===== config.mk =====
export PLATFORM = sky130hd
export DESIGN_NAME = ftb_src
export DESIGN_NICKNAME = d
export VERILOG_FILES = /design/src/ftb_pkg.sv /design/src/ftb_src.sv
export SDC_FILE = /design/constraint.sdc
export NUM_CORES = 2
export LEC_CHECK = 0
export BUFFER_PORTS_ARGS = -buffer_cell sky130_fd_sc_hd__buf_2
export CELL_PAD_IN_SITES_DETAIL_PLACEMENT = 0
export CELL_PAD_IN_SITES_GLOBAL_PLACEMENT = 2
export CORE_MARGIN = 3
export CORE_UTILIZATION = 44
export DETAILED_ROUTE_END_ITERATION = 6
export PLACE_DENSITY = 0.95
export RECOVER_POWER = 25
export SLEW_MARGIN = 20
export SYNTH_ARGS = -nofsm -noshare
export SYNTH_HDL_FRONTEND = slang
export SYNTH_SLANG_ARGS = --single-unit

===== constraint.sdc =====
create_clock -name i_clk -period 17.21 [get_ports i_clk]
set_input_delay 3.442 -clock i_clk [delete_from_list [all_inputs] [get_ports i_clk]]
set_output_delay 3.442 -clock i_clk [all_outputs]
set_load 0.02 [all_outputs]

===== src/ftb_pkg.sv =====
// Shared types, register codes and byte-multiply helpers for the fragment back end.
package ftb_pkg;

    typedef struct packed {
        logic [31:0] texel_color;
        logic [7:0]  vertex_red;
        logic [7:0]  vertex_green;
        logic [7:0]  vertex_blue;
        logic [7:0]  vertex_alpha;
        logic [23:0] fragment_depth;
        logic [31:0] dest_color;
        logic [23:0] dest_depth;
    } t_in_req;

    typedef struct packed {
        logic        alpha_killed;
        logic        depth_killed;
        logic        depth_write_enable;
        logic [23:0] new_depth;
        logic        color_write_enable;
        logic [31:0] new_color;
    } t_out_res;

    typedef struct packed {
        logic [2:0]  alpha_compare_first;
        logic [2:0]  alpha_compare_second;
        logic [1:0]  alpha_join;
        logic [15:0] alpha_references;
        logic [4:0]  depth_control;
        logic [1:0]  blend_mode;
        logic        alpha_combine_enable;
        logic [47:0] alpha_combine_corners;
    } t_cfg;

    typedef struct packed {
        logic [31:0] src_color;
        logic [31:0] dest_color;
        logic [23:0] fragment_depth;
        logic [23:0] dest_depth;
    } t_frag;

    localparam logic [2:0] REG_ALPHA_CMP_FIRST  = 3'd0;
    localparam logic [2:0] REG_ALPHA_CMP_SECOND = 3'd1;
    localparam logic [2:0] REG_ALPHA_JOIN       = 3'd2;
    localparam logic [2:0] REG_ALPHA_REFS       = 3'd3;
    localparam logic [2:0] REG_DEPTH_CONTROL    = 3'd4;
    localparam logic [2:0] REG_BLEND_MODE       = 3'd5;
    localparam logic [2:0] REG_COMBINE_ENABLE   = 3'd6;
    localparam logic [2:0] REG_COMBINE_CORNERS  = 3'd7;

    localparam logic [2:0] CMP_NEVER  = 3'd0;
    localparam logic [2:0] CMP_LT     = 3'd1;
    localparam logic [2:0] CMP_EQ     = 3'd2;
    localparam logic [2:0] CMP_LE     = 3'd3;
    localparam logic [2:0] CMP_GT     = 3'd4;
    localparam logic [2:0] CMP_NE     = 3'd5;
    localparam logic [2:0] CMP_GE     = 3'd6;
    localparam logic [2:0] CMP_ALWAYS = 3'd7;

    localparam logic [1:0] LOGIC_AND  = 2'd0;
    localparam logic [1:0] LOGIC_OR   = 2'd1;
    localparam logic [1:0] LOGIC_XOR  = 2'd2;
    localparam logic [1:0] LOGIC_XNOR = 2'd3;

    localparam logic [1:0] BLEND_OPAQUE = 2'd0;
    localparam logic [1:0] BLEND_ADD    = 2'd1;
    localparam logic [1:0] BLEND_OVER   = 2'd2;

    localparam logic [7:0]         BYTE_MAX        = 8'd255;
    localparam logic [15:0]        MUL_ROUND       = 16'd128;
    localparam logic signed [30:0] COMBINE_ROUND   = 31'sd32640;
    localparam logic signed [30:0] COMBINE_SAT     = 31'sd16711680;

    localparam logic [2:0] DEF_ALPHA_CMP     = CMP_ALWAYS;
    localparam logic [4:0] DEF_DEPTH_CONTROL = 5'd7;
    localparam logic [1:0] DEF_BLEND_MODE    = BLEND_OVER;

    function automatic logic cmp_sel(input logic [2:0] fn, input logic lt, input logic eq);
        logic res;
        unique case (fn)
            CMP_NEVER:  res = 1'b0;
            CMP_LT:     res = lt;
            CMP_EQ:     res = eq;
            CMP_LE:     res = lt | eq;
            CMP_GT:     res = ~(lt | eq);
            CMP_NE:     res = ~eq;
            CMP_GE:     res = ~lt;
            CMP_ALWAYS: res = 1'b1;
            default:    res = 1'b1;
        endcase
        return res;
    endfunction

    // a*b + 128, first half of the exact x*y/255 rounding
    function automatic logic [15:0] prod255(input logic [7:0] a, input logic [7:0] b);
        logic [15:0] p;
        p = {8'b0, a} * {8'b0, b};
        return p + MUL_ROUND;
    endfunction

    // second half: (t + (t >> 8)) >> 8
    function automatic logic [7:0] fin255(input logic [15:0] t);
        logic [16:0] s;
        s = {1'b0, t} + {9'b0, t[15:8]};
        return s[15:8];
    endfunction

endpackage


===== src/ftb_src.sv =====
// Source colour stages: texel modulation and bilinear alpha combine, four register stages.
module ftb_src (
    input  logic              i_clk,
    input  logic              i_rst_n,
    input  ftb_pkg::t_cfg     i_cfg,
    input  logic              i_valid,
    input  ftb_pkg::t_in_req  i_req,
    output logic              o_valid,
    output ftb_pkg::t_frag    o_frag
);
    import ftb_pkg::*;

    logic              r_v1, r_v2, r_v3, r_v4;
    logic [15:0]       r1_tc [4];
    logic [15:0]       r1_w  [4];
    logic [31:0]       r1_dst, r2_dst, r3_dst;
    logic [23:0]       r1_z, r2_z, r3_z, r1_zs, r2_zs, r3_zs;
    logic [31:0]       r2_src, r3_src;
    logic signed [28:0] r2_p [4];
    logic signed [30:0] r3_n;
    t_frag             r_frag;

    logic [7:0]         n_ta, n_va, n_ita, n_iva;
    logic signed [11:0] n_c  [4];
    logic signed [16:0] n_ws [4];
    logic signed [28:0] n_p  [4];
    logic signed [30:0] n_m;
    logic [15:0]        n_k;
    logic [16:0]        n_q;
    logic [7:0]         n_sa;

    always_comb begin
        n_ta  = i_req.texel_color[31:24];
        n_va  = i_req.vertex_alpha;
        n_ita = BYTE_MAX - n_ta;
        n_iva = BYTE_MAX - n_va;
    end

    always_comb begin
        for (int k = 0; k < 4; k++) begin
            n_c[k]  = $signed(i_cfg.alpha_combine_corners[12*k +: 12]);
            n_ws[k] = $signed({1'b0, r1_w[k]});
            n_p[k]  = n_c[k] * n_ws[k];
        end
    end

    always_comb begin
        n_m = r3_n + COMBINE_ROUND;
        n_k = n_m[23:8];
        n_q = {1'b0, n_k} + {9'b0, n_k[15:8]} + 17'd1;
        if (!i_cfg.alpha_combine_enable) begin
            n_sa = r3_src[31:24];
        end else if (r3_n <= 31'sd0) begin
            n_sa = '0;
        end else if (n_m >= COMBINE_SAT) begin
            n_sa = BYTE_MAX;
        end else begin
            n_sa = n_q[15:8];
        end
    end

    always_ff @(posedge i_clk) begin
        if (!i_rst_n) begin
            r_v1 <= 1'b0;
            r_v2 <= 1'b0;
            r_v3 <= 1'b0;
            r_v4 <= 1'b0;
        end else begin
            r_v1 <= i_valid;
            r_v2 <= r_v1;
            r_v3 <= r_v2;
            r_v4 <= r_v3;
        end
    end

    always_ff @(posedge i_clk) begin
        r1_tc[0] <= prod255(i_req.texel_color[7:0],   i_req.vertex_red);
        r1_tc[1] <= prod255(i_req.texel_color[15:8],  i_req.vertex_green);
        r1_tc[2] <= prod255(i_req.texel_color[23:16], i_req.vertex_blue);
        r1_tc[3] <= prod255(n_ta, n_va);
        r1_w[0]  <= {8'b0, n_ita} * {8'b0, n_iva};
        r1_w[1]  <= {8'b0, n_ta}  * {8'b0, n_iva};
        r1_w[2]  <= {8'b0, n_ita} * {8'b0, n_va};
        r1_w[3]  <= {8'b0, n_ta}  * {8'b0, n_va};
        r1_dst   <= i_req.dest_color;
        r1_z     <= i_req.fragment_depth;
        r1_zs    <= i_req.dest_depth;

        r2_src   <= {fin255(r1_tc[3]), fin255(r1_tc[2]), fin255(r1_tc[1]), fin255(r1_tc[0])};
        for (int k = 0; k < 4; k++) begin
            r2_p[k] <= n_p[k];
        end
        r2_dst   <= r1_dst;
        r2_z     <= r1_z;
        r2_zs    <= r1_zs;

        r3_n     <= 31'(r2_p[0]) + 31'(r2_p[1]) + 31'(r2_p[2]) + 31'(r2_p[3]);
        r3_src   <= r2_src;
        r3_dst   <= r2_dst;
        r3_z     <= r2_z;
        r3_zs    <= r2_zs;

        r_frag.src_color      <= {n_sa, r3_src[23:0]};
        r_frag.dest_color     <= r3_dst;
        r_frag.fragment_depth <= r3_z;
        r_frag.dest_depth     <= r3_zs;
    end

    assign o_valid = r_v4;
    assign o_frag  = r_frag;

    a_valid_latency: assert property (@(posedge i_clk) disable iff (!i_rst_n)
        i_valid |-> ##4 o_valid)
        else $error("source stage lost a request");

endmodule


# --- Word level (Yosys, flattened, before mapping) ---
# Memory sizes are Yosys's and may differ from the RTL's.
# Index checks and enable logic that the tools add are counted.
classes:
  addsub: 16
  order_cmp: 2
  mux: 3
  multipliers: 11
ops:
  columns: ["cell", "n"]
  rows:
  - ["12-bit by 17-bit multiplier with 29-bit output", 4]
  - ["8-bit by 8-bit multiplier with 16-bit output", 7]
  - ["16-bit by 8-bit adder with 16-bit output", 5]
  - ["16-bit by 8-bit adder with 16-bit output (second input constant)", 4]
  - ["30-bit by 29-bit adder with 31-bit output", 1]
  - ["31-bit by 16-bit adder with 31-bit output (second input constant)", 1]
  - ["31-bit by 29-bit adder with 31-bit output", 1]
  - ["31-bit by 25-bit >= comparator with 1-bit output (second input constant)", 1]
  - ["31-bit by 1-bit less-or-equal comparator with 1-bit output (second input constant)", 1]
  - ["29-bit by 29-bit adder with 30-bit output", 1]
  - ["8-bit 2-to-1 mux", 3]
  - ["16-bit by 1-bit adder with 16-bit output (second input constant)", 1]
  - ["8-bit subtractor (first input constant)", 2]
word_totals:
  ff_bits: 451
  ramBits: 244
  elab_cells: 55
  mem_count: 3
  out_inout_bits: 113
memory_table:
  columns: ["memory", "words", "word_bits", "read_ports", "rd_clocked_by_memory_dff", "wr", "line_no", "rtl"]
  rows:
  - ["r2_p", 4, 29, 4, 0, 4, "ftb_src.sv:19", "logic signed [28:0] r2_p [4];"]
  - ["r1_tc", 4, 16, 4, 0, 4, "ftb_src.sv:14", "logic [15:0] r1_tc [4];"]
  - ["r1_w", 4, 16, 4, 0, 4, "ftb_src.sv:15", "logic [15:0] r1_w [4];"]

# --- Logic depth before layout (Yosys ltp) ---
depth:
  ltp_word: 6
  ltp_mapped: 22

# --- Worst setup path before layout ---
# OpenSTA, ideal clock, no wires.
synth_path:
  path_type: "input to register"
  startpoint: "in i_cfg[27] (netlist name)"
  endpoint: "mem r2_p[2][28]"
  n_path_buf: 1
  arrival_time_ns: 8.329
  stages: 19
  setup_time_ns: 0.125
  setup_slack_ns: 8.755
  cell_sequence: "clkbuf_1 nand2_1 fa_1 inv_1 fa_1 inv_1 fa_1 fa_1 fa_1 inv_1 ha_1 a21o_1 a211oi_1 a21boi_0 o21ai_0 and3_1 or3_1 o31ai_1 xnor2_1"
synth_rtl:
  columns: ["item", "line_no", "rtl"]
  rows:
  - ["start: declaration", "ftb_src.sv:5", "input ftb_pkg::t_cfg i_cfg,"]
  - ["end: declaration", "ftb_src.sv:19", null]

==> flow_summary.toml <==
[synth]
ys_seq_elements = 688
synth_area_leaders = "fa_1 30%, dfxtp_1 24%, ha_1 14%, inv_1 7.5%, and2_1 4.4%"
postSynthAreaPerCell_sq_um = 9.73
yosys-top-cells-count = "1166 x inv_1, 878 x fa_1, 688 x dfxtp_1, 667 x nand2_1, 664 x ha_1"
synth_edf_count = 0
synth.top_cell.area_share = 0.301
async_flop_share = 0
ys.flop_type = "dfxtp_1"
syn-cell-area_sq_mm = 0.0584
syn_nets = 7777
postSynthCellCount = 6008
seq_area_frac_synth = 0.236
synth.most_common_cell = "inv_1"
yosysWarnings = 0
synth.largest_area_cell = "fa_1"
synth_cell_type_count = 75

[die]
die_y_um = 370
core-area_sq_mm = 0.132
die_w_um = 370
die-area_sq_mm = 0.137
initial_utilization = 0.444
num_rows = 133
ios = 340

[finish]
drive_gt1_frac = 0.0791
area_growth_pct = 9.76
nets = 7995
nFillCells = 12300

[global_route]
overflow = 0
grt_pass1_vias = 41700
grtUsageTotal = 0.197
grt_use_met2 = 0.341
met3_usage = 0.0318
grt_max_degree = 33
grt_pass1_wl_mm = 217
met1_usage = 0.256
gr-max-usage-layer = "met2"
antenna_found_initial = 26

[place]
post-dp-hpwl_mm = 104
portBuffers = 308
place.gp.congestion = 0.834

[drt]
avgRoutedWirePerCell_um = 16.3
drtPass1Iterations = 7
detail_route.wirelength_mm = 131
drc = 0
drt_iter0_drc = 1769
antenna_left = 0
num_vias = 39600
via_per_inst = 4.92

[cts]
htree_levels = 3
cts_tree = "done"
clock_latency_ns = 0.68
cts_sinks = 688
tritoncts.num_buffers = 73
path_clk_slew_ns = 0.06
cts-root-buf = "clkbuf_16"
cts_buffer_depth = 3
post_cts_buffers = 0
post_cts_resized = 0
cts_hold_buf = 0

[timing]
grt_setup_unrepaired = "false"
fmax_ghz = 0.116
finalHoldViolCount = 0
finalCriticalPeriod_ns = 8.62
worstMarginPinSlew_ns = 0.779
fin_crit_sh = 0.501
maxSlewHeadroom = 0.480
skew_ns = 0.0402
setup_viol = 0
fin_tns_setup_ns = 0
drv_slew = 0

[worst_setup_path]
worstPathCellList = "buf_2, clkinv_1, nor2_1, fa_1, fa_1, fa_1, fa_1, inv_1, fa_1, inv_1, ha_1, or3_1, a211oi_1, a21boi_0, o21ai_0, and3_1, or3_1, o31ai_1, xnor2_1"
crit_required_ns = 17.75
path_common_cell = "fa_1"
worstPathMaxFanout = 10
critPathSlowestCell = "fa_1"
slowest_delay_ns = 0.51
ff2ff_path_depth = 17
endpoint_kind = "flop"
worstSetupStartpointType = "primary input"
path_class = "in2reg"
arrival_ns = 9.15

[worst_hold_path]
hold_depth = 0
hold_class = "reg2reg"

[job]
maxCapViolations = 0

[status]
status = "complete, no violations"
-- worst max-delay path: cells and delay by family --
| kind | cells | cell delay (ns) |
|---|---|---|
| simple gates | 4 | 1.18 |
| fa+ha+maj | 6 | 2.56 |
| compound gates | 4 | 1.05 |
| xor+xnor | 1 | 0.11 |
| buf+inv | 4 | 0.80 |
-- flip-flops by register name (all words and copies together), names as in the netlist, 31 cells and up --
name and cells:
r2_p 116, r2_src 32, r3_src 32, r1_tc 64, o_frag 112, r3_n 31
r1_dst 32, r2_dst 32, r3_dst 32, r1_w 57
-- placed cells by master, fill, tap and decap left out, types with 8 or more instances in the layout --
master     Yosys  routed
o21bai_1      11      11
xnor2_1      167     167
o211ai_1      13      13
and3_1        25      25
a21o_1        48      48
clkbuf_16      0      73
nand4_1       16      16
nand3_1       52      52
a21oi_1      134     134
a211oi_1      19      19
a31o_2         9       9
dfxtp_1      688     688
nor3_1        57      57
nand2b_1     114     114
nor2b_1       97      97
and2_1       408     408
o41ai_1       11      11
clkbuf_8       0      12
or3_1         24      24
diode_2        0      17
nand2_1      667     667
nor4_1        12      12
inv_1       1166    1166
a21boi_0      23      23
nor2_1       209     209
o21ai_0       86      86
clkbuf_1     166      12
buf_2          5     308
fa_1         878     878
or2_2         40      40
o21a_1        24      24
o31ai_1        9       9
a31oi_1        8       8
xor2_1        53      53
ha_1         664     664
-- layout make-up --
| class | count | area [sq um] | area share |
|---|---|---|---|
| antenna | 17 | 42.5 | 0.000663 |
| clock buffer | 97 | 2040 | 0.0318 |
| clock inverter | 38 | 492 | 0.00767 |
| inverter | 1168 | 4380 | 0.0684 |
| multi-input combinational | 3981 | 39600 | 0.618 |
| sequential | 688 | 13800 | 0.215 |
| tap | 1755 | 2200 | 0.0342 |
| timing repair buffer | 314 | 1590 | 0.0247 |
-- metal layers --
metal | vias up | share of wire
li1 | 18900 | -
met1 | 19700 | 0.44
met2 | 843 | 0.49
met3 | 187 | 0.049
met4 | 10 | 0.024
met5 | - | 0.00050
-- kinds of logic after synthesis --
kind of cell / share of synthesized area
simple gates: 0.148
fa+ha+maj: 0.443
buf+inv: 0.0861
flops: 0.236
compound gates: 0.0533
xor+xnor: 0.0330
mux: 0.000685
-- worst paths after layout --
path                                         start             endpoint  slack (ns)
worst max-delay path                     i_cfg[35]  r2_p[2][28]$_DFF_P_        8.59
worst min-delay path             r3_zs[23]$_DFF_P_   o_frag[23]$_DFF_P_        0.31
worst max register to register  r1_w[1][6]$_DFF_P_  r2_p[1][28]$_DFF_P_       11.08
worst min register to register   r3_zs[23]$_DFF_P_   o_frag[23]$_DFF_P_        0.31
-- stage by stage --
stage	instance area, sq um	setup WS [ns]	hold slack, ns	util	cells
after global placement	61600	7.98	0.310	0.468	7906
after global routing	64100	8.33	0.315	0.487	8051
after floorplan	58400	8.76	0.310	-	6008
after detailed placement	61600	7.92	0.312	0.468	7906
after CTS	64100	8.65	0.301	0.487	8041
final	64100	8.59	0.309	0.487	8058
Power is left out: the tool's default activity adds up to more than one toggle a clock period on the data nets, which glitch-free logic cannot reach.
