<file path="config.mk">
export PLATFORM = sky130hd
export DESIGN_NAME = ftb_rop
export DESIGN_NICKNAME = d
export VERILOG_FILES = /design/src/ftb_pkg.sv /design/src/ftb_rop.sv
export SDC_FILE = /design/constraint.sdc
export NUM_CORES = 2
export LEC_CHECK = 0
export BUFFER_PORTS_ARGS = -buffer_cell sky130_fd_sc_hd__buf_4
export CAP_MARGIN = 15
export CORE_MARGIN = 2
export CORE_UTILIZATION = 60
export CTS_CLUSTER_DIAMETER = 30
export CTS_CLUSTER_SIZE = 20
export DETAILED_ROUTE_END_ITERATION = 8
export PLACE_DENSITY = 0.89
export SYNTH_ARGS = -nofsm -noshare
export SYNTH_HDL_FRONTEND = slang
export SYNTH_SLANG_ARGS = --single-unit
export TNS_END_PERCENT = 20
</file>
<file path="constraint.sdc">
create_clock -name i_clk -period 14.1 [get_ports i_clk]
set_input_delay 1.41 -clock i_clk [delete_from_list [all_inputs] [get_ports i_clk]]
set_output_delay 1.41 -clock i_clk [all_outputs]
set_load 0.02 [all_outputs]
</file>
<file path="src/ftb_pkg.sv">
// Shared types, register codes and byte-multiply helpers for the fragment back end.
package ftb_pkg;

    typedef struct packed {
        logic [31:0] texel_color;
        logic [7:0]  vertex_red;
        logic [7:0]  vertex_green;
        logic [7:0]  vertex_blue;
        logic [7:0]  vertex_alpha;
        logic [23:0] fragment_depth;
        logic [31:0] dest_color;
        logic [23:0] dest_depth;
    } t_in_req;

    typedef struct packed {
        logic        alpha_killed;
        logic        depth_killed;
        logic        depth_write_enable;
        logic [23:0] new_depth;
        logic        color_write_enable;
        logic [31:0] new_color;
    } t_out_res;

    typedef struct packed {
        logic [2:0]  alpha_compare_first;
        logic [2:0]  alpha_compare_second;
        logic [1:0]  alpha_join;
        logic [15:0] alpha_references;
        logic [4:0]  depth_control;
        logic [1:0]  blend_mode;
        logic        alpha_combine_enable;
        logic [47:0] alpha_combine_corners;
    } t_cfg;

    typedef struct packed {
        logic [31:0] src_color;
        logic [31:0] dest_color;
        logic [23:0] fragment_depth;
        logic [23:0] dest_depth;
    } t_frag;

    localparam logic [2:0] REG_ALPHA_CMP_FIRST  = 3'd0;
    localparam logic [2:0] REG_ALPHA_CMP_SECOND = 3'd1;
    localparam logic [2:0] REG_ALPHA_JOIN       = 3'd2;
    localparam logic [2:0] REG_ALPHA_REFS       = 3'd3;
    localparam logic [2:0] REG_DEPTH_CONTROL    = 3'd4;
    localparam logic [2:0] REG_BLEND_MODE       = 3'd5;
    localparam logic [2:0] REG_COMBINE_ENABLE   = 3'd6;
    localparam logic [2:0] REG_COMBINE_CORNERS  = 3'd7;

    localparam logic [2:0] CMP_NEVER  = 3'd0;
    localparam logic [2:0] CMP_LT     = 3'd1;
    localparam logic [2:0] CMP_EQ     = 3'd2;
    localparam logic [2:0] CMP_LE     = 3'd3;
    localparam logic [2:0] CMP_GT     = 3'd4;
    localparam logic [2:0] CMP_NE     = 3'd5;
    localparam logic [2:0] CMP_GE     = 3'd6;
    localparam logic [2:0] CMP_ALWAYS = 3'd7;

    localparam logic [1:0] LOGIC_AND  = 2'd0;
    localparam logic [1:0] LOGIC_OR   = 2'd1;
    localparam logic [1:0] LOGIC_XOR  = 2'd2;
    localparam logic [1:0] LOGIC_XNOR = 2'd3;

    localparam logic [1:0] BLEND_OPAQUE = 2'd0;
    localparam logic [1:0] BLEND_ADD    = 2'd1;
    localparam logic [1:0] BLEND_OVER   = 2'd2;

    localparam logic [7:0]         BYTE_MAX        = 8'd255;
    localparam logic [15:0]        MUL_ROUND       = 16'd128;
    localparam logic signed [30:0] COMBINE_ROUND   = 31'sd32640;
    localparam logic signed [30:0] COMBINE_SAT     = 31'sd16711680;

    localparam logic [2:0] DEF_ALPHA_CMP     = CMP_ALWAYS;
    localparam logic [4:0] DEF_DEPTH_CONTROL = 5'd7;
    localparam logic [1:0] DEF_BLEND_MODE    = BLEND_OVER;

    function automatic logic cmp_sel(input logic [2:0] fn, input logic lt, input logic eq);
        logic res;
        unique case (fn)
            CMP_NEVER:  res = 1'b0;
            CMP_LT:     res = lt;
            CMP_EQ:     res = eq;
            CMP_LE:     res = lt | eq;
            CMP_GT:     res = ~(lt | eq);
            CMP_NE:     res = ~eq;
            CMP_GE:     res = ~lt;
            CMP_ALWAYS: res = 1'b1;
            default:    res = 1'b1;
        endcase
        return res;
    endfunction

    // a*b + 128, first half of the exact x*y/255 rounding
    function automatic logic [15:0] prod255(input logic [7:0] a, input logic [7:0] b);
        logic [15:0] p;
        p = {8'b0, a} * {8'b0, b};
        return p + MUL_ROUND;
    endfunction

    // second half: (t + (t >> 8)) >> 8
    function automatic logic [7:0] fin255(input logic [15:0] t);
        logic [16:0] s;
        s = {1'b0, t} + {9'b0, t[15:8]};
        return s[15:8];
    endfunction

endpackage

</file>
<file path="src/ftb_rop.sv">
// Alpha test, depth test and blend, two register stages ending in the result register.
module ftb_rop (
    input  logic               i_clk,
    input  logic               i_rst_n,
    input  ftb_pkg::t_cfg      i_cfg,
    input  logic               i_valid,
    input  ftb_pkg::t_frag     i_frag,
    output logic               o_valid,
    output ftb_pkg::t_out_res  o_res
);
    import ftb_pkg::*;

    logic        r_v5, r_v6;
    logic        r5_akill, r5_zkill, r5_zwr;
    logic [31:0] r5_src;
    logic [31:0] r5_dst;
    logic [23:0] r5_z;
    logic [15:0] r5_ts [3];
    logic [15:0] r5_td [4];
    t_out_res    r_res;

    logic [7:0]  n_sa, n_inv, n_ref1, n_ref2;
    logic        n_first, n_second, n_pass, n_zen, n_zok;
    logic [7:0]  n_sa5;
    logic [8:0]  n_sum;
    logic [7:0]  n_col [4];
    logic        n_cwr;
    t_out_res    n_res;

    always_comb begin
        n_sa   = i_frag.src_color[31:24];
        n_inv  = BYTE_MAX - n_sa;
        n_ref1 = i_cfg.alpha_references[7:0];
        n_ref2 = i_cfg.alpha_references[15:8];
        n_first  = cmp_sel(i_cfg.alpha_compare_first,  n_sa < n_ref1, n_sa == n_ref1);
        n_second = cmp_sel(i_cfg.alpha_compare_second, n_sa < n_ref2, n_sa == n_ref2);
        unique case (i_cfg.alpha_join)
            LOGIC_AND:  n_pass = n_first & n_second;
            LOGIC_OR:   n_pass = n_first | n_second;
            LOGIC_XOR:  n_pass = n_first ^ n_second;
            LOGIC_XNOR: n_pass = ~(n_first ^ n_second);
            default:    n_pass = 1'b0;
        endcase
        n_zen = i_cfg.depth_control[0];
        n_zok = cmp_sel(i_cfg.depth_control[4:2],
                        i_frag.fragment_depth < i_frag.dest_depth,
                        i_frag.fragment_depth == i_frag.dest_depth);
    end

    always_ff @(posedge i_clk) begin
        if (!i_rst_n) begin
            r_v5 <= 1'b0;
            r_v6 <= 1'b0;
        end else begin
            r_v5 <= i_valid;
            r_v6 <= r_v5;
        end
    end

    always_ff @(posedge i_clk) begin
        r5_akill <= ~n_pass;
        r5_zkill <= n_pass & n_zen & ~n_zok;
        r5_zwr   <= n_pass & n_zen & n_zok & i_cfg.depth_control[1];
        r5_src   <= i_frag.src_color;
        r5_dst   <= i_frag.dest_color;
        r5_z     <= i_frag.fragment_depth;
        for (int c = 0; c < 3; c++) begin
            r5_ts[c] <= prod255(i_frag.src_color[8*c +: 8], n_sa);
        end
        for (int c = 0; c < 4; c++) begin
            r5_td[c] <= prod255(i_frag.dest_color[8*c +: 8], n_inv);
        end
    end

    always_comb begin
        n_sa5 = r5_src[31:24];
        n_sum = '0;
        for (int c = 0; c < 4; c++) begin
            n_col[c] = r5_src[8*c +: 8];
        end
        n_cwr = ~r5_akill & ~r5_zkill;
        if (i_cfg.blend_mode == BLEND_OPAQUE) begin
            for (int c = 0; c < 4; c++) begin
                n_col[c] = r5_src[8*c +: 8];
            end
        end else if (i_cfg.blend_mode == BLEND_ADD) begin
            // saturate each channel
            for (int c = 0; c < 3; c++) begin
                n_sum    = {1'b0, r5_dst[8*c +: 8]} + {1'b0, fin255(r5_ts[c])};
                n_col[c] = n_sum[8] ? BYTE_MAX : n_sum[7:0];
            end
            n_sum    = {1'b0, r5_dst[31:24]} + {1'b0, n_sa5};
            n_col[3] = n_sum[8] ? BYTE_MAX : n_sum[7:0];
        end else if (n_sa5 == '0) begin
            n_cwr = 1'b0;
        end else if (n_sa5 != BYTE_MAX) begin
            for (int c = 0; c < 3; c++) begin
                n_col[c] = fin255(r5_ts[c]) + fin255(r5_td[c]);
            end
            n_col[3] = n_sa5 + fin255(r5_td[3]);
        end
        n_res.alpha_killed       = r5_akill;
        n_res.depth_killed       = r5_zkill;
        n_res.depth_write_enable = r5_zwr;
        n_res.new_depth          = r5_z;
        n_res.color_write_enable = n_cwr;
        n_res.new_color          = n_cwr ? {n_col[3], n_col[2], n_col[1], n_col[0]} : '0;
    end

    always_ff @(posedge i_clk) begin
        r_res <= n_res;
    end

    assign o_valid = r_v6;
    assign o_res   = r_res;

    a_kill_excl: assert property (@(posedge i_clk) disable iff (!i_rst_n)
        o_valid |-> !(o_res.alpha_killed && o_res.depth_killed))
        else $error("alpha and depth kill both set");

    a_cwr_alive: assert property (@(posedge i_clk) disable iff (!i_rst_n)
        o_valid && o_res.color_write_enable |-> !o_res.alpha_killed && !o_res.depth_killed)
        else $error("colour written for a killed fragment");

    a_zwr_alive: assert property (@(posedge i_clk) disable iff (!i_rst_n)
        o_valid && o_res.depth_write_enable |-> !o_res.alpha_killed && !o_res.depth_killed)
        else $error("depth written for a killed fragment");

    a_colour_zero: assert property (@(posedge i_clk) disable iff (!i_rst_n)
        o_valid && !o_res.color_write_enable |-> o_res.new_color == '0)
        else $error("colour not cleared when not written");

endmodule

</file>
; ---- Word-level counts from Yosys, hierarchy flattened
; Memories as Yosys holds them, arrays and structs flattened.
; Index checks and enable logic that the tools add are counted.
[classes]
div_mod_pow = 0
n_eq_ne = 29
bitwise_logic = 25
n_mux = 15
order_cmp = 3
reduce_logical = 6
n_shift = 0
n_mul = 7
n_addsub = 23
[ops]
columns = operator, n
row1 = two-way mux 32 bit, 4
row2 = adder 16 x 8 -> 16 bit, 7
row3 = "adder 16 x 8 -> 16 bit, second input constant", 7
row4 = multiplier 8 x 8 -> 16 bit, 7
row5 = adder 8 x 8 -> 9 bit, 4
row6 = "== test 3 bit, second input constant", 12
row7 = adder 8 bit, 4
row8 = two-way mux 8 bit, 4
row9 = == test 24 bit, 1
row10 = < comparator 24 bit, 1
row11 = case mux 1 bit (8 select lines), 3
row12 = "== test 3 x 2 -> 1 bit, second input constant", 6
row13 = == test 8 bit, 2
row14 = < comparator 8 bit, 2
row15 = inverter 1 bit, 14
row16 = "== test 3 x 1 -> 1 bit, second input constant", 3
row17 = logical NOT 3 bit, 3
row18 = logical NOT 8 bit, 1
row19 = "inequality test 8 bit, second input constant", 1
row20 = "subtractor 8 bit, first input constant", 1
row21 = AND 1 bit, 6
row22 = "== test 2 x 1 -> 1 bit, second input constant", 2
row23 = "== test 2 bit, second input constant", 2
row24 = logical NOT 2 bit, 2
row25 = 4 further kinds, 9
[totals]
ram_bits = 112
latch_bits = 0
register_bits = 153
mem_count = 2
romBits = 0
out_inout_bits = 61
wordCells = 124
in_bits = 195
[memory_table]
columns = memory, words, width, read_ports, rd_ports_with_merged_regs, write_ports, line_no
row1 = r5_td, 4, 16, 4, 0, 4, ftb_rop.sv:19  ; logic [15:0] r5_td [4];
row2 = r5_ts, 3, 16, 3, 0, 3, ftb_rop.sv:18  ; logic [15:0] r5_ts [3];

; ---- Longest topological paths before layout
[logic_depth]
word_depth = 10
mapped_depth = 22
ltp_nobuf = 20

; ---- Least setup slack after synthesis
; No wires, ideal clock.
[synth_timing]
path_kind = input port to flip-flop
from = in i_frag[106] (netlist name)
to = mem r5_ts[2][14] (netlist: r5_ts[0][46])
path_buffers = 2
required_time_ns = 13.994
setup_slack_ns = 8.349
cell_stages = 17
setup_time_ns = 0.106
t_arrival_ns = 5.645
cell_sequence = clkbuf_1 clkbuf_1 nand2_1 fa_1 fa_1 fa_1 fa_1 inv_1 ha_1 nor2b_1 o21ai_0 a21boi_0 o21ai_0 a21oi_1 o21ai_0 or4b_1 o311ai_0
[synth_rtl]
columns = element, line_no
row1 = start: declaration, ftb_rop.sv:7  ; input ftb_pkg::t_frag i_frag,
row2 = end: declaration, ftb_rop.sv:18

==> results.cfg <==
[status]
run_status = complete, no violations

[setup_path]
cp_max_fo = 54
timing.critical_path.from_type = input pin
crit-reg2reg-capture = o_res[23]
crit_required_ns = 14.60
rr_worst_depth = 16
setup.reg_to_reg.worst_slack_ns = 9.71
critical_path_arrival_ns = 6.61
critical_path.endpoint_type = flop
crit-reg2reg-launch = r5_ts[0][41]
worstSetupPathType = input pin to flop

[floorplan]
design.portCount = 256
core_um2 = 43900
floorplan.initialDensity = 0.604
core.rowCount = 77
die_outline_width_um = 214
die_y_um = 214
die_area_um2 = 46000

[clock_tree]
clkTransAtPathRegs_ns = 0.05
clkLatencyLatePin_ns = 0.62
number_of_buffers_inserted_during_clock_tree_synthesis = 56
buffers_inserted_during_post_cts_setup_optimization = 0
maximum_number_of_buffers_from_clock_root_to_sink = 3
post_cts_hold_buffer_count = 0
cts_max_level = 2
ctsResizeCount = 0
cts-root-buf = clkbuf_16
tritoncts_clock_tree = built
clk_sink_count = 265

[hold_path]
hold_depth = 0
worstHoldStart = r5_z[14]
hold_class = flop to flop
hold_path_end = o_res[47]

[timing]
grt_setup_unrepaired = no
worst_slew_pin_slew_ns = 1.29
maxSlewHeadroom = 0.136
setup_viol = 0
timing.clock.skew_ns = 0.0338
drv_slew = 0
maxClockFrequency_ghz = 0.164
total_negative_slack_ns = 0
post-route-min-period_ns = 6.11
finalHoldViolCount = 0
layout_worst_path_cycle_share = 0.433

[global_routing]
grt_pass1_wl_um = 113000
grt-ovfl-total = 0
initial_antenna_violation_count = 2
largest_net_degree_at_the_start_of_global_routing = 60
vias_in_the_first_global_route = 23364
groute.usage.overall = 0.303

[synthesis]
parity_gate_share_of_the_synthesized_area_counting_xor_and_xnor_cells = 0.0526
synth_area_leader_cell = fa_1
synth_compound_area_frac = 0.0911
post_synth.cell_area_avg_um2 = 9.24
ys_types = 82
synth_top_area_frac = 0.201
synthAdderAreaFrac = 0.401
post_synth_inst_count = 2873
synth.top_cells.by_count = inv_1 (476), ha_1 (424), fa_1 (267), dfxtp_1 (265), nor2b_1 (225)
synth_seq_area_share = 0.200
synth_top_family_by_area = adder cells
synth.cell_area_um2 = 26600
synth.ff_latch_count = 265
post_synth_and_or_nand_nor_area_fraction = 0.175
synthFlopType = dfxtp_1
synth.yosys.warnings = 0
asyncSetResetFlopFracSynth = 0
synthesis.nets = 3759
yosys-mux-area-fraction = 0.00419
synth-edff-count = 0
synth_most_common_cell = inv_1
synth.top_cells.by_area = fa_1 (20%), dfxtp_1 (20%), ha_1 (20%)

[detailed_routing]
vias_per_cell = 5.68
routedWlPerCell_um = 18.5
drtPass1Iterations = 6
drt.antenna.violating_nets = 0
finalWirelength_um = 68700
drc_errors = 0
drt_iter0_markers = 1297
num_vias = 21120

[cells_and_area]
fin_nets = 3966
final_layout_size_suffix_gt1_frac = 0.108
final_core_util = 0.697
area_growth_syn_to_layout_pct = 15.3

[pwr]
peakVddDrop_mv = 0.148
power_density_nw_per_um2 = 189
leakage_nw = 15.3

[job]
cap_viol_max_count = 0

[place]
gp_congestion = 0.950
buffer_ports.inserted = 206
place.detailed.hpwl_um = 50100
final cells by class:
cell class	instances	area, um^2
timing repair buffer	209	1570
tap	592	741
fill	3189	13300
multi-input combinational	2071	19200
inverter	477	1790
clock buffer	61	1440
antenna	1	2.50
sequential	265	5310
clock inverter	44	558
cell families after synthesis:
group                      count (synthesis)
xor gates and xnor gates                 158
DFF                                      265
and+or+nand+nor                          841
AOI/OAI and AO/OA                        370
adders and majority gates                691
buffers and inverters                    537
muxes                                     11
cell usage in the layout, fill, tap and decap left out, types with 25 or more instances in the layout:
cell,instances
inv_1,476
ha_1,424
fa_1,267
dfxtp_1,265
nor2b_1,225
buf_4,209
nand2_1,148
and2_1,147
xnor2_1,110
a21oi_1,97
nor2_1,93
o21ai_0,83
nand2b_1,81
clkbuf_16,56
xor2_1,47
a21o_1,38
nand3_1,34
nor3_1,33
o21a_1,31
nand4_1,25
state kept, by name, summed over array words and instances (netlist names):
register / cells
o_res: 60
o_valid: 1
r5_akill: 1
r5_dst: 32
r5_src: 32
r5_td: 64
r5_ts: 48
r5_z: 24
r5_zkill: 1
r5_zwr: 1
r_v5: 1
worst max path at each step:
stage                 from            to  slack [ns]  cells after the start
6_report       i_frag[104]  r5_td[1][14]        7.99                     18
5_1_grt        i_frag[104]  r5_td[1][14]        7.73                     18
4_1_cts        i_frag[104]  r5_td[1][14]        8.14                     18
3_5_place_dp   i_frag[104]  r5_td[3][14]        7.56                     18
3_3_place_gp   i_frag[104]  r5_td[1][14]        7.74                     18
2_1_floorplan  i_frag[106]  r5_ts[0][46]        8.35                     17
routing by layer:
layer  up-vias  GRT usage  wire (um)
li1       9715          -          -
met1     10416      0.342      25900
met2       774      0.561      35700
met3       213     0.0485       4410
met4         2      0.136       2750
met5         -          0         15
per-stage QoR:
step | setup WS [ns] | instance area (um^2) | cells | power [mW] | hold slack, ns
final | 7.99 | 30600 | 3720 | 5.78 | 0.325
after global routing | 7.73 | 30600 | 3720 | 6.25 | 0.325
after CTS | 8.14 | 30600 | 3719 | 5.76 | 0.322
after detailed placement | 7.56 | 28600 | 3614 | 4.30 | 0.312
after global placement | 7.74 | 28600 | 3614 | 4.14 | 0.310
after floorplan | 8.35 | 26600 | 2873 | 3.51 | 0.310
critical path, stage by stage:
cell and delay, ns:
buf_4 0.58, inv_1 0.58, nand2_1 0.23, fa_1 0.43, fa_1 0.51, inv_1 0.05
fa_1 0.53, inv_1 0.06, fa_1 0.48, inv_1 0.05, ha_1 0.32, o21ai_0 0.16
a21boi_0 0.20, o21ai_0 0.29, a21oi_1 0.15, o21ai_0 0.25, mux2i_1 0.21, nand2_1 0.06
power breakdown:
part,leakage (nW),total [mW],switching (mW),internal [mW]
sequential,2.23,1.12,0.160,0.962
clock,0.944,1.38,0.482,0.900
combinational,12.1,3.27,1.81,1.46
No activity file was read; power rests on OpenSTA's default activity.
