[src/ftb_pkg.sv]
// Shared types, register codes and byte-multiply helpers for the fragment back end.
package ftb_pkg;

    typedef struct packed {
        logic [31:0] texel_color;
        logic [7:0]  vertex_red;
        logic [7:0]  vertex_green;
        logic [7:0]  vertex_blue;
        logic [7:0]  vertex_alpha;
        logic [23:0] fragment_depth;
        logic [31:0] dest_color;
        logic [23:0] dest_depth;
    } t_in_req;

    typedef struct packed {
        logic        alpha_killed;
        logic        depth_killed;
        logic        depth_write_enable;
        logic [23:0] new_depth;
        logic        color_write_enable;
        logic [31:0] new_color;
    } t_out_res;

    typedef struct packed {
        logic [2:0]  alpha_compare_first;
        logic [2:0]  alpha_compare_second;
        logic [1:0]  alpha_join;
        logic [15:0] alpha_references;
        logic [4:0]  depth_control;
        logic [1:0]  blend_mode;
        logic        alpha_combine_enable;
        logic [47:0] alpha_combine_corners;
    } t_cfg;

    typedef struct packed {
        logic [31:0] src_color;
        logic [31:0] dest_color;
        logic [23:0] fragment_depth;
        logic [23:0] dest_depth;
    } t_frag;

    localparam logic [2:0] REG_ALPHA_CMP_FIRST  = 3'd0;
    localparam logic [2:0] REG_ALPHA_CMP_SECOND = 3'd1;
    localparam logic [2:0] REG_ALPHA_JOIN       = 3'd2;
    localparam logic [2:0] REG_ALPHA_REFS       = 3'd3;
    localparam logic [2:0] REG_DEPTH_CONTROL    = 3'd4;
    localparam logic [2:0] REG_BLEND_MODE       = 3'd5;
    localparam logic [2:0] REG_COMBINE_ENABLE   = 3'd6;
    localparam logic [2:0] REG_COMBINE_CORNERS  = 3'd7;

    localparam logic [2:0] CMP_NEVER  = 3'd0;
    localparam logic [2:0] CMP_LT     = 3'd1;
    localparam logic [2:0] CMP_EQ     = 3'd2;
    localparam logic [2:0] CMP_LE     = 3'd3;
    localparam logic [2:0] CMP_GT     = 3'd4;
    localparam logic [2:0] CMP_NE     = 3'd5;
    localparam logic [2:0] CMP_GE     = 3'd6;
    localparam logic [2:0] CMP_ALWAYS = 3'd7;

    localparam logic [1:0] LOGIC_AND  = 2'd0;
    localparam logic [1:0] LOGIC_OR   = 2'd1;
    localparam logic [1:0] LOGIC_XOR  = 2'd2;
    localparam logic [1:0] LOGIC_XNOR = 2'd3;

    localparam logic [1:0] BLEND_OPAQUE = 2'd0;
    localparam logic [1:0] BLEND_ADD    = 2'd1;
    localparam logic [1:0] BLEND_OVER   = 2'd2;

    localparam logic [7:0]         BYTE_MAX        = 8'd255;
    localparam logic [15:0]        MUL_ROUND       = 16'd128;
    localparam logic signed [30:0] COMBINE_ROUND   = 31'sd32640;
    localparam logic signed [30:0] COMBINE_SAT     = 31'sd16711680;

    localparam logic [2:0] DEF_ALPHA_CMP     = CMP_ALWAYS;
    localparam logic [4:0] DEF_DEPTH_CONTROL = 5'd7;
    localparam logic [1:0] DEF_BLEND_MODE    = BLEND_OVER;

    function automatic logic cmp_sel(input logic [2:0] fn, input logic lt, input logic eq);
        logic res;
        unique case (fn)
            CMP_NEVER:  res = 1'b0;
            CMP_LT:     res = lt;
            CMP_EQ:     res = eq;
            CMP_LE:     res = lt | eq;
            CMP_GT:     res = ~(lt | eq);
            CMP_NE:     res = ~eq;
            CMP_GE:     res = ~lt;
            CMP_ALWAYS: res = 1'b1;
            default:    res = 1'b1;
        endcase
        return res;
    endfunction

    // a*b + 128, first half of the exact x*y/255 rounding
    function automatic logic [15:0] prod255(input logic [7:0] a, input logic [7:0] b);
        logic [15:0] p;
        p = {8'b0, a} * {8'b0, b};
        return p + MUL_ROUND;
    endfunction

    // second half: (t + (t >> 8)) >> 8
    function automatic logic [7:0] fin255(input logic [15:0] t);
        logic [16:0] s;
        s = {1'b0, t} + {9'b0, t[15:8]};
        return s[15:8];
    endfunction

endpackage

[src/ftb_regs.sv]
// APB configuration register file for the fragment back end.
module ftb_regs (
    input  logic                i_clk,
    input  logic                i_rst_n,
    input  logic                psel,
    input  logic                penable,
    input  logic                pwrite,
    input  logic [5:0]          paddr,
    input  logic [63:0]         pwdata,
    output logic [63:0]         prdata,
    output logic                pready,
    output ftb_pkg::t_cfg       o_cfg
);
    import ftb_pkg::*;

    t_cfg r_cfg;
    logic w_wr;

    assign pready = 1'b1;
    assign w_wr   = psel && penable && pwrite;
    assign o_cfg  = r_cfg;

    always_ff @(posedge i_clk) begin
        if (!i_rst_n) begin
            r_cfg.alpha_compare_first   <= DEF_ALPHA_CMP;
            r_cfg.alpha_compare_second  <= DEF_ALPHA_CMP;
            r_cfg.alpha_join            <= LOGIC_AND;
            r_cfg.alpha_references      <= '0;
            r_cfg.depth_control         <= DEF_DEPTH_CONTROL;
            r_cfg.blend_mode            <= DEF_BLEND_MODE;
            r_cfg.alpha_combine_enable  <= 1'b0;
            r_cfg.alpha_combine_corners <= '0;
        end else if (w_wr) begin
            unique case (paddr[5:3])
                REG_ALPHA_CMP_FIRST:  r_cfg.alpha_compare_first   <= pwdata[2:0];
                REG_ALPHA_CMP_SECOND: r_cfg.alpha_compare_second  <= pwdata[2:0];
                REG_ALPHA_JOIN:       r_cfg.alpha_join            <= pwdata[1:0];
                REG_ALPHA_REFS:       r_cfg.alpha_references      <= pwdata[15:0];
                REG_DEPTH_CONTROL:    r_cfg.depth_control         <= pwdata[4:0];
                REG_BLEND_MODE:       r_cfg.blend_mode            <= pwdata[1:0];
                REG_COMBINE_ENABLE:   r_cfg.alpha_combine_enable  <= pwdata[0];
                REG_COMBINE_CORNERS:  r_cfg.alpha_combine_corners <= pwdata[47:0];
                default: ;
            endcase
        end
    end

    always_comb begin
        unique case (paddr[5:3])
            REG_ALPHA_CMP_FIRST:  prdata = {61'b0, r_cfg.alpha_compare_first};
            REG_ALPHA_CMP_SECOND: prdata = {61'b0, r_cfg.alpha_compare_second};
            REG_ALPHA_JOIN:       prdata = {62'b0, r_cfg.alpha_join};
            REG_ALPHA_REFS:       prdata = {48'b0, r_cfg.alpha_references};
            REG_DEPTH_CONTROL:    prdata = {59'b0, r_cfg.depth_control};
            REG_BLEND_MODE:       prdata = {62'b0, r_cfg.blend_mode};
            REG_COMBINE_ENABLE:   prdata = {63'b0, r_cfg.alpha_combine_enable};
            REG_COMBINE_CORNERS:  prdata = {16'b0, r_cfg.alpha_combine_corners};
            default:              prdata = '0;
        endcase
    end

endmodule

[config.mk]
export PLATFORM = sky130hd
export DESIGN_NAME = ftb_regs
export DESIGN_NICKNAME = d
export VERILOG_FILES = /design/src/ftb_pkg.sv /design/src/ftb_regs.sv
export SDC_FILE = /design/constraint.sdc
export NUM_CORES = 1
export LEC_CHECK = 0
export ABC_AREA = 1
export BUFFER_PORTS_ARGS = -buffer_cell sky130_fd_sc_hd__buf_2
export CAP_MARGIN = 15
export CORE_ASPECT_RATIO = 0.5
export CORE_MARGIN = 3
export CORE_UTILIZATION = 47
export CTS_CLUSTER_SIZE = 30
export DETAILED_ROUTE_END_ITERATION = 8
export PLACE_DENSITY = 0.84
export SYNTH_ARGS = -nofsm -noshare
export SYNTH_HDL_FRONTEND = slang
export SYNTH_SLANG_ARGS = --single-unit
[constraint.sdc]
create_clock -name i_clk -period 3.3 [get_ports i_clk]
set_input_delay 0.33 -clock i_clk [delete_from_list [all_inputs] [get_ports i_clk]]
set_output_delay 0.33 -clock i_clk [all_outputs]
set_load 0.005 [all_outputs]
# Yosys cells after proc, flatten, opt, wreduce, memory -nomap -nowiden
# Index checks and enable logic that the tools add are counted.
[totals]
regBits = 80
in_bits = 75
output_inout_bits = 145
wordCells = 27
[classes]
n_eq_ne = 7
n_mux = 1
n_reduce_logical = 11
[op_table]
columns = ["op", "n"]
rows = [
  ["64-bit one-hot mux with 8 select lines", 1],
  ["2-bit AND reduction", 8],
  ["3-bit == test (second input constant)", 4],
  ["3-bit by 2-bit == test with 1-bit output (second input constant)", 2],
  ["3-bit by 1-bit == test with 1-bit output (second input constant)", 1],
  ["3-bit logical NOT", 1],
  ["1-bit logical AND", 2],
]

# Logic depth before layout (Yosys ltp)
# Gate-level depths: netlist (run 1).
[depth]
depth_word = 3
mapped_depth = 8

# Least setup slack after synthesis (run 1)
# Ideal clock, no wire load.
[synth_timing]
path_kind = "input to output"
start = "in paddr[5]"
end = "out prdata[10]"
arrival_time_ns = 1.131
required_ns = 2.970
slack_ns = 1.839
cell_stages = 6
path_buffers = 3
path_cell_list = "buf_4 inv_2 nand3_1 buf_2 clkbuf_1 o21ai_0"
[synth_via]
elab_chain_cells = 2
elab_cells_between_ends = 9
[synth_rtl]
columns = ["item", "line_no", "text"]
rows = [
  ["start: declaration", "ftb_regs.sv:8", "input logic [5:0] paddr,"],
  ["3-bit == test (tied with other cells)", "ftb_regs.sv:49", "unique case (paddr[5:3])"],
  ["64-bit one-hot mux with 8 select lines *", "ftb_regs.sv:49", ""],
  ["end: declaration", "ftb_regs.sv:10", "output logic [63:0] prdata,"],
]
# Every way passes the cells marked *; elsewhere a longest branch is shown, timed or not. The select of a mux whose other input is x is not followed.

# Worst setup path after layout (run 1)
[layout_timing]
start = "in paddr[3]"
end = "out prdata[2]"
# The elaborated chain is that of the path after synthesis.

==> flow_summary.toml, run 1 <==
[die]
core_sq_mm = 0.00743
std_cell_rows = 22
die_h_microns = 68.4
fp.dieArea_sq_mm = 0.00894
fp.dieW_microns = 131
start_util_pct = 49.2
ios = 220

[timing]
drv_slew = 0
slew-limit-headroom_pct = 42.2
max_freq_ghz = 0.461
fin_ws_ns = 1.13
min_period_ns = 2.17
fin_crit_sh_pct = 65.7
setup_tns_ns = 0
skew_ns = 0
worstMarginPinSlew_ns = 0.866
holdWs_ns = 0.226
setup_viol_count_final = 0
rsz0062_at_grt = "no"
hold_violations = 0

[synth]
synth_top_area_share_pct = 43.8
synthTopCellsByArea = "dfxtp_1 (44%), nor2_1 (17%), o21ai_0 (10%), inv_1 (5.8%), nand2_1 (4.9%)"
synth-seq-cells = 80
synth_cell_types = 20
avgSynthCellArea_sq_um = 6.71
synthTopCellsByCount = "nor2_1 (169), dfxtp_1 (80), o21ai_0 (75)"
synth_cells = 545
yosys_most_used_dff = "dfxtp_1"
syn_area_sq_mm = 0.00366
yosysMostFrequentCell = "nor2_1"
synth_edf_count = 0
synth-seq-area-share_pct = 43.8
yosys_warnings = 0
async_flop_share_pct = 0
netlist.top_cell.by_area = "dfxtp_1"

[route]
dr.pass1.iters = 4
via_count = 3903
dr.first_iter.drc_count = 193
postRouteAntennaNets = 0
vias_per_cell = 4.83
drc = 0
routedWlPerCell_microns = 12.6
finalWirelength_mm = 10.2

[worst_hold_path]
whs_path_depth = 3
hold_end = "o_cfg[34]"
min-delay-start = "pwdata[34]"
hold_class = "in2reg"

[setup_path]
r2r-start = "o_cfg[48]"
cp-end-kind = "primary output"
r2r-end = "o_cfg[48]"
cp_max_fo = 35
startpoint_type = "primary input"
crit_arrival_ns = 1.84
regToRegSetupSlack_ns = 2.62
required_ns = 2.97
critPathKind = "in2out"
r2r_cells = 4

[pwr]
power.density_mw_per_mm2 = 430
peakVddDrop_v = 0.000278
leakage_nw = 2.52

[clocking]
clockRootBuffer = "clkbuf_16"
insertion_delay_ns = 0.33
cts_resized = 0
cts_setup_buffers = 0
h-tree-depth = 3
cts_hold_buf = 0
clock_sinks = 80
tritoncts = "built"
clk_pin_slew_ns = 0.06
numCtsBuffers = 9
clk_path_buf_depth = 2

[place]
gp_congestion = 0.850
dp_hpwl_mm = 7.08
io_buffers = 183
dp_slack_ns = 1.14

[global_route]
antenna_found_initial = 0
grt_usage_pct = 21.6
grt_pass1_wl_mm = 15.5
grt_pass1_vias = 3347
grt_max_degree = 81
gr-total-overflow = 0

[final_layout]
fillers = 708
largest_register_ffs = 80
antenna_cells = 0
final_util_pct = 64.4
nets = 782
drive_above_1_share_pct = 29.2
area_growth_pct = 30.8
multi_input_area_sq_mm = 0.00160
regArea_sq_mm = 0.00160

[outcome]
status = "complete, no violations"

[flow_run]
maxCapViolations = 0
==> cell type report <==
| class | instances | area share, % |
|---|---|---|
| Sequential cell | 80 | 33.5 |
| Multi-Input combinational cell | 370 | 33.4 |
| Tap cell | 96 | 2.51 |
| Clock inverter | 3 | 0.314 |
| Clock buffer | 13 | 5.65 |
| Inverter | 59 | 4.63 |
| Timing Repair Buffer | 187 | 20.0 |
==> worst max-delay path, cell delays in order <==
cell	delay [ns]
buf_2	0.25
nand3_4	0.38
inv_1	0.53
nand2_1	0.09
nand4_1	0.13
buf_2	0.12
==> worst max-delay path by stage <==
stage	slack, ns	startpoint	end	depth (start not counted)
6_report	1.13	paddr[3]	prdata[2]	6
3_5_place_dp	1.14	paddr[3]	prdata[2]	6
4_1_cts	1.14	paddr[3]	prdata[2]	6
5_1_grt	0.94	paddr[3]	prdata[2]	6
2_1_floorplan	1.84	paddr[5]	prdata[10]	6
3_3_place_gp	1.16	paddr[3]	prdata[2]	6
==> per-stage QoR <==
step	power, W	std cells	area, sq um
2_1_floorplan	0.00109	560	3710
3_3_place_gp	0.00114	791	4480
3_5_place_dp	0.00115	791	4480
4_1_cts	0.00207	807	4760
5_1_grt	0.00214	808	4780
6_report	0.00206	808	4780
==> metal layers <==
| metal | vias to the layer above | global-route usage, % | routed length (microns) | share of wire (%) |
|---|---|---|---|---|
| li1 | 1991 | - | - | - |
| met1 | 1756 | 26.5 | 4580 | 45 |
| met2 | 140 | 36.5 | 4770 | 47 |
| met3 | 16 | 6.63 | 656 | 6.5 |
| met4 | 0 | 7.69 | 166 | 1.6 |
| met5 | - | 0 | 0 | 0 |
==> kinds of logic after synthesis <==
| family | Yosys count | share of synthesized area, % |
|---|---|---|
| and+or+nand+nor | 272 | 30.8 |
| buffers and inverters | 110 | 14.1 |
| AOI/OAI and AO/OA | 81 | 11.1 |
| DFF | 80 | 43.8 |
| other | 2 | 0.205 |
==> power breakdown <==
part           total (W)  switching (W)  internal [W]
Sequential      0.000988     0.00000939      0.000979
Clock           0.000927       0.000360      0.000567
Combinational   0.000143      0.0000889     0.0000538
Total            0.00206       0.000458       0.00160
==> cells in the final DEF (no fill, tap or decap) <==
cell type	synthesis	final
nand2_1	48	48
nand4_1	11	11
nor3_1	19	19
clkinv_2	0	3
inv_2	2	2
nor2_2	1	1
nor2_1	169	169
nand3_2	1	1
clkbuf_1	17	1
conb_1	2	17
inv_1	57	57
o21ai_1	6	6
nor2_4	1	1
dfxtp_1	80	80
o21ai_0	75	75
nand3_1	21	21
buf_4	20	3
nand3_4	1	1
clkbuf_8	0	3
clkbuf_16	0	9
buf_2	10	183
buf_12	0	1
No activity file was read; power rests on OpenSTA's default activity.
==> inputs of run 2 (changes only) <==
- ABC_AREA: 1 -> 0
- CORE_UTILIZATION: 47 -> 39
- PLACE_DENSITY: 0.84 -> 0.75
- clock period: 3.3 -> 1.9 ns (I/O delays scaled with it)
==> run 2 against run 1 <==
Final cell count fell by 12%. Count of clock-buffer cells in the layout fell by 2. Register-to-register slack got worse by 1.4 ns. Wire length fell by 2.9%. Area after synthesis fell by 2.9%. Sequential cell count did not move. Synthesized cell count fell by 20%.
==> flow_summary.toml, run 2 <==
[synth]
synth_cell_types = 32
yosys_most_used_dff = "dfxtp_1"
synthAdderAreaFrac_pct = 0
synth_edf_count = 0
synth-seq-cells = 80
async_flop_share_pct = 0
synth-seq-area-share_pct = 45.1
avgSynthCellArea_sq_um = 8.14
synthTopCellsByCount = "nand3_1 (105), dfxtp_1 (80), nand2_1 (61)"
synth_xor_area_share_pct = 0
synth_top_area_share_pct = 45.1
synth_top_family_by_area = "simple AND/OR/NAND/NOR gates"
synth_cells = 436
netlist.top_cell.by_area = "dfxtp_1"
synth_compound_area_share_pct = 10.9
synthTopCellsByArea = "dfxtp_1 (45%), nand3_1 (15%), nand2_1 (6.4%), and2_1 (5.8%), o21ai_1 (4.8%)"
yosysMostFrequentCell = "nand3_1"
syn_area_sq_mm = 0.00355
yosys.area_share.simple_pct = 31.0
yosys_warnings = 0
synth_mux_area_share_pct = 4.30

[final_layout]
drive_above_1_share_pct = 35.2
nets = 673
largest_register_ffs = 80
antenna_cells = 0
mostFrequentLayoutCells = "buf_2 (182), nand3_1 (105), dfxtp_1 (80)"
final_area_sq_mm = 0.00484
fillers = 799
final_common_cell = "buf_2"
final_util_pct = 57.6
area_growth_pct = 36.3

[route]
dr.first_iter.drc_count = 146
vias_per_cell = 4.90
finalWirelength_mm = 9.87
postRouteAntennaNets = 0
dr.pass1.iters = 4
routedWlPerCell_microns = 13.8
drc = 0
via_count = 3507

[clocking]
clk_path_buf_depth = 2
cts_hold_buf = 0
clockRootBuffer = "clkbuf_16"
tritoncts = "built"
numCtsBuffers = 9
cts_setup_buffers = 0
clock_sinks = 80
insertion_delay_ns = 0.32
clk_pin_slew_ns = 0.06
h-tree-depth = 3
cts_resized = 0

[timing]
drv_slew = 0
rsz0062_at_grt = "no"
max_freq_ghz = 0.589
min_period_ns = 1.70
setup_viol_count_final = 0
fin_crit_sh_pct = 89.3
setup_tns_ns = 0
hold_violations = 0
fin_ws_ns = 0.202
skew_ns = 0

[die]
fp.dieW_microns = 141
std_cell_rows = 23
ios = 220
die_h_microns = 73.5
fp.dieArea_sq_mm = 0.0104
core_sq_mm = 0.00840
start_util_pct = 42.3

[setup_path]
crit_arrival_ns = 1.51
crit_slowest_cell = "mux4_2"
crit_path_end = "prdata[0]"
r2r-start = "o_cfg[78]"
cp_max_fo = 3
cp.depth = 4
cp-end-kind = "primary output"
path_buf_inv = 1
startpoint_type = "flip-flop"
regToRegSetupSlack_ns = 1.22
crit_family = "multiplexers"
critPathKind = "reg2out"
cp_cell_sequence = "mux2i_1 -> mux4_2 -> nor2_1 -> buf_2"
cp_slowest_stage_delay_ns = 0.49
r2r_cells = 2
crit_path_start = "o_cfg[49]"
r2r-end = "o_cfg[78]"
required_ns = 1.71

[place]
gp_congestion = 0.799
io_buffers = 183
placed_cell_area_sq_mm = 0.00449
dp_slack_ns = 0.285
dp_hpwl_mm = 7.23

[outcome]
status = "complete, no violations"

[pwr]
power.total_w = 0.00394
power.density_mw_per_mm2 = 814
peakVddDrop_v = 0.000517
leakage_nw = 2.51

[global_route]
grt_pass1_vias = 3171
grt_max_degree = 53
gr-total-overflow = 0
grt_usage_pct = 18.6
antenna_found_initial = 0
grt_pass1_wl_mm = 15.6

[worst_hold_path]
hold_class = "in2reg"

[flow_run]
maxCapViolations = 0
run 2: cells by family after synthesis:
kind of cell / after synthesis
other: 2
buffers and inverters: 57
and+or+nand+nor: 220
AOI/OAI and AO/OA: 63
DFF: 80
muxes: 14
run 2: cell type report:
class / count / area (sq um) / area share [%]
clock buffer: 11 / 253 / 5.22
multi-input combinational: 314 / 1700 / 35.2
tap: 112 / 140 / 2.89
sequential: 80 / 1600 / 33.1
inverter: 1 / 3.75 / 0.0775
clock inverter: 5 / 103 / 2.12
timing repair buffer: 192 / 1040 / 21.4
run 2: how the worst min path moves through the flow:
stage,cells past startpoint,from,to
2_1_floorplan,2,pwdata[1],o_cfg[50]
3_3_place_gp,3,pwdata[24],o_cfg[24]
3_5_place_dp,3,pwdata[25],o_cfg[25]
4_1_cts,3,pwdata[25],o_cfg[25]
5_1_grt,3,pwdata[39],o_cfg[39]
6_report,3,pwdata[25],o_cfg[25]
run 2: where the power goes:
group,switching [W],internal (W),total [W]
Sequential,0.00000957,0.00169,0.00170
Combinational,0.000146,0.000101,0.000247
Clock,0.000643,0.00135,0.00200
Total,0.000799,0.00314,0.00394
run 2: worst min-delay path: stages:
cell and delay (ns):
buf_2 0.07, nand3_1 0.05, nand2_1 0.06
run 2: through the flow:
| stage | cells | hold WS [ns] |
|---|---|---|
| 2_1_floorplan | 451 | 0.314 |
| 3_5_place_dp | 699 | 0.408 |
| 4_1_cts | 715 | 0.0605 |
| 6_report | 715 | 0.0761 |
| 5_1_grt | 715 | 0.0730 |
| 3_3_place_gp | 699 | 0.402 |
run 2: metal layers:
metal	vias to the layer above	global-route usage, %	part of all wire, %
met3	21	4.23	5.6
met5	-	0	0
met1	1596	22.6	43
li1	1785	-	-
met4	0	7.30	1.9
met2	105	32.7	49
==> inputs of run 3 (changes only) <==
- CORE_UTILIZATION: 39 -> 35
- PLACE_DENSITY: 0.75 -> 0.68
- RECOVER_POWER: unset -> 25
==> run 3 against run 2 <==
Via count shrank 0.43%. Largest power group unchanged. Core utilization shrank 7.6 points. Non-clock buffer count is the same. Count of clock-buffer cells in the layout grew 1. First-iteration DRC count grew 46%. Largest cell class unchanged. Final cell count grew 3.1%. Die area grew 11%. Register-to-register slack is essentially flat. Maximum frequency grew 1.8%.
==> flow_summary.toml, run 3 (same netlist as run 2, synthesis figures left out) <==
[outcome]
status = "complete, no violations"

[setup_path]
crit_family = "multiplexers"
crit_arrival_ns = 1.48
cp_slowest_stage_delay_ns = 0.47
startpoint_type = "flip-flop"
cp_cell_sequence = "mux2i_1 -> mux4_2 -> nor2_1 -> buf_2"
path_buf_inv = 1
critPathKind = "reg2out"
cp-end-kind = "primary output"
cp_max_fo = 3
required_ns = 1.71
crit_slowest_cell = "mux4_2"

[place]
numPlacedInstances = 722
dp_hpwl_mm = 7.16
gp_congestion = 0.775
placed_cell_area_sq_mm = 0.00451
io_buffers = 183

[worst_hold_path]
hold_class = "in2reg"

[clocking]
clk_path_buf_depth = 2
insertion_delay_ns = 0.33
cts_resized = 0
clockRootBuffer = "clkbuf_16"
tritoncts = "built"
cts_hold_buf = 0
cts_setup_buffers = 0
h-tree-depth = 3
numCtsBuffers = 9
clk_pin_slew_ns = 0.06
clock_sinks = 80

[final_layout]
mostFrequentLayoutCells = "buf_2 (169), nand3_1 (105), dfxtp_1 (80)"
antenna_cells = 0
fillers = 969
instances_no_fill = 737
multi_input_area_sq_mm = 0.00170
regArea_sq_mm = 0.00160
final_area_sq_mm = 0.00483
drive_above_1_share_pct = 32.6
area_growth_pct = 36.2
final_common_cell = "buf_2"
largest_register_ffs = 80
nets = 673

[pwr]
peakVddDrop_v = 0.000458
leakage_nw = 2.45
power.density_mw_per_mm2 = 805

[die]
std_cell_rows = 25
fp.dieArea_sq_mm = 0.0115
fp.dieW_microns = 148
die_h_microns = 77.2
core_sq_mm = 0.00967
start_util_pct = 36.7
ios = 220

[timing]
max_freq_ghz = 0.600
setup_tns_ns = 0
setup_viol_count_final = 0
drv_slew = 0
skew_ns = 0
hold_violations = 0
min_period_ns = 1.67
fin_crit_sh_pct = 87.8
rsz0062_at_grt = "no"

[global_route]
gr-total-overflow = 0
grt_max_degree = 54
grt_pass1_wl_mm = 15.8
grt_pass1_vias = 3186
antenna_found_initial = 0
grt_usage_pct = 16.7

[route]
dr.pass1.iters = 4
dr.first_iter.drc_count = 213
vias_per_cell = 4.74
postRouteAntennaNets = 0
finalWirelength_mm = 9.81
drc = 0
routedWlPerCell_microns = 13.3
via_count = 3492

[flow_run]
maxCapViolations = 0
run 3: changes by cell type in the layout (fill, tap and decap cells not counted), sizes merged:
cell,change
buf,-13
clkbuf,+14
clkinvlp,-1
clkinv,-1
run 3: cell type report:
| type | count | share of cell area [%] |
|---|---|---|
| clock buffers | 12 | 5.10 |
| clock inverters | 3 | 1.86 |
| inverters | 1 | 0.0776 |
| multi-input cells | 314 | 35.2 |
| flip-flops and latches | 80 | 33.1 |
| well taps | 135 | 3.49 |
| repair buffers | 192 | 21.1 |
run 3: stage by stage:
stage	util [%]	total power [W]	setup slack (ns)	hold slack (ns)
global route	50.0	0.00405	0.133	0.0578
detailed placement	46.7	0.00198	0.276	0.407
floorplan	-	0.00189	0.636	0.314
CTS	50.2	0.00393	0.223	0.0657
finish	50.0	0.00389	0.233	0.0761
global placement	46.7	0.00198	0.302	0.403
run 3: final timing paths:
path / from / to / slack, ns / cells past startpoint
min: pwdata[29] / o_cfg[29] / 0.08 / 3
min reg2reg: o_cfg[33] / o_cfg[33] / 0.45 / 2
max reg2reg: o_cfg[77] / o_cfg[77] / 1.22 / 2
max: o_cfg[48] / prdata[0] / 0.23 / 4
run 3: metal layers:
layer	up-vias	share of wire, %	track usage, %
met5	-	0	0
met4	0	1.2	4.42
met3	13	6.4	4.66
met2	106	48	28.8
met1	1585	44	20.5
li1	1788	-	-
run 3: tightest hold or removal path, cell delays in order:
cell and delay [ns]:
buf_2 0.07, nand3_1 0.05, nand2_1 0.06
run 3: report_power, final:
| part | internal, W | switching (W) |
|---|---|---|
| Combinational | 0.0000995 | 0.000147 |
| Sequential | 0.00169 | 0.00000955 |
| Clock | 0.00131 | 0.000633 |
| Total | 0.00310 | 0.000789 |
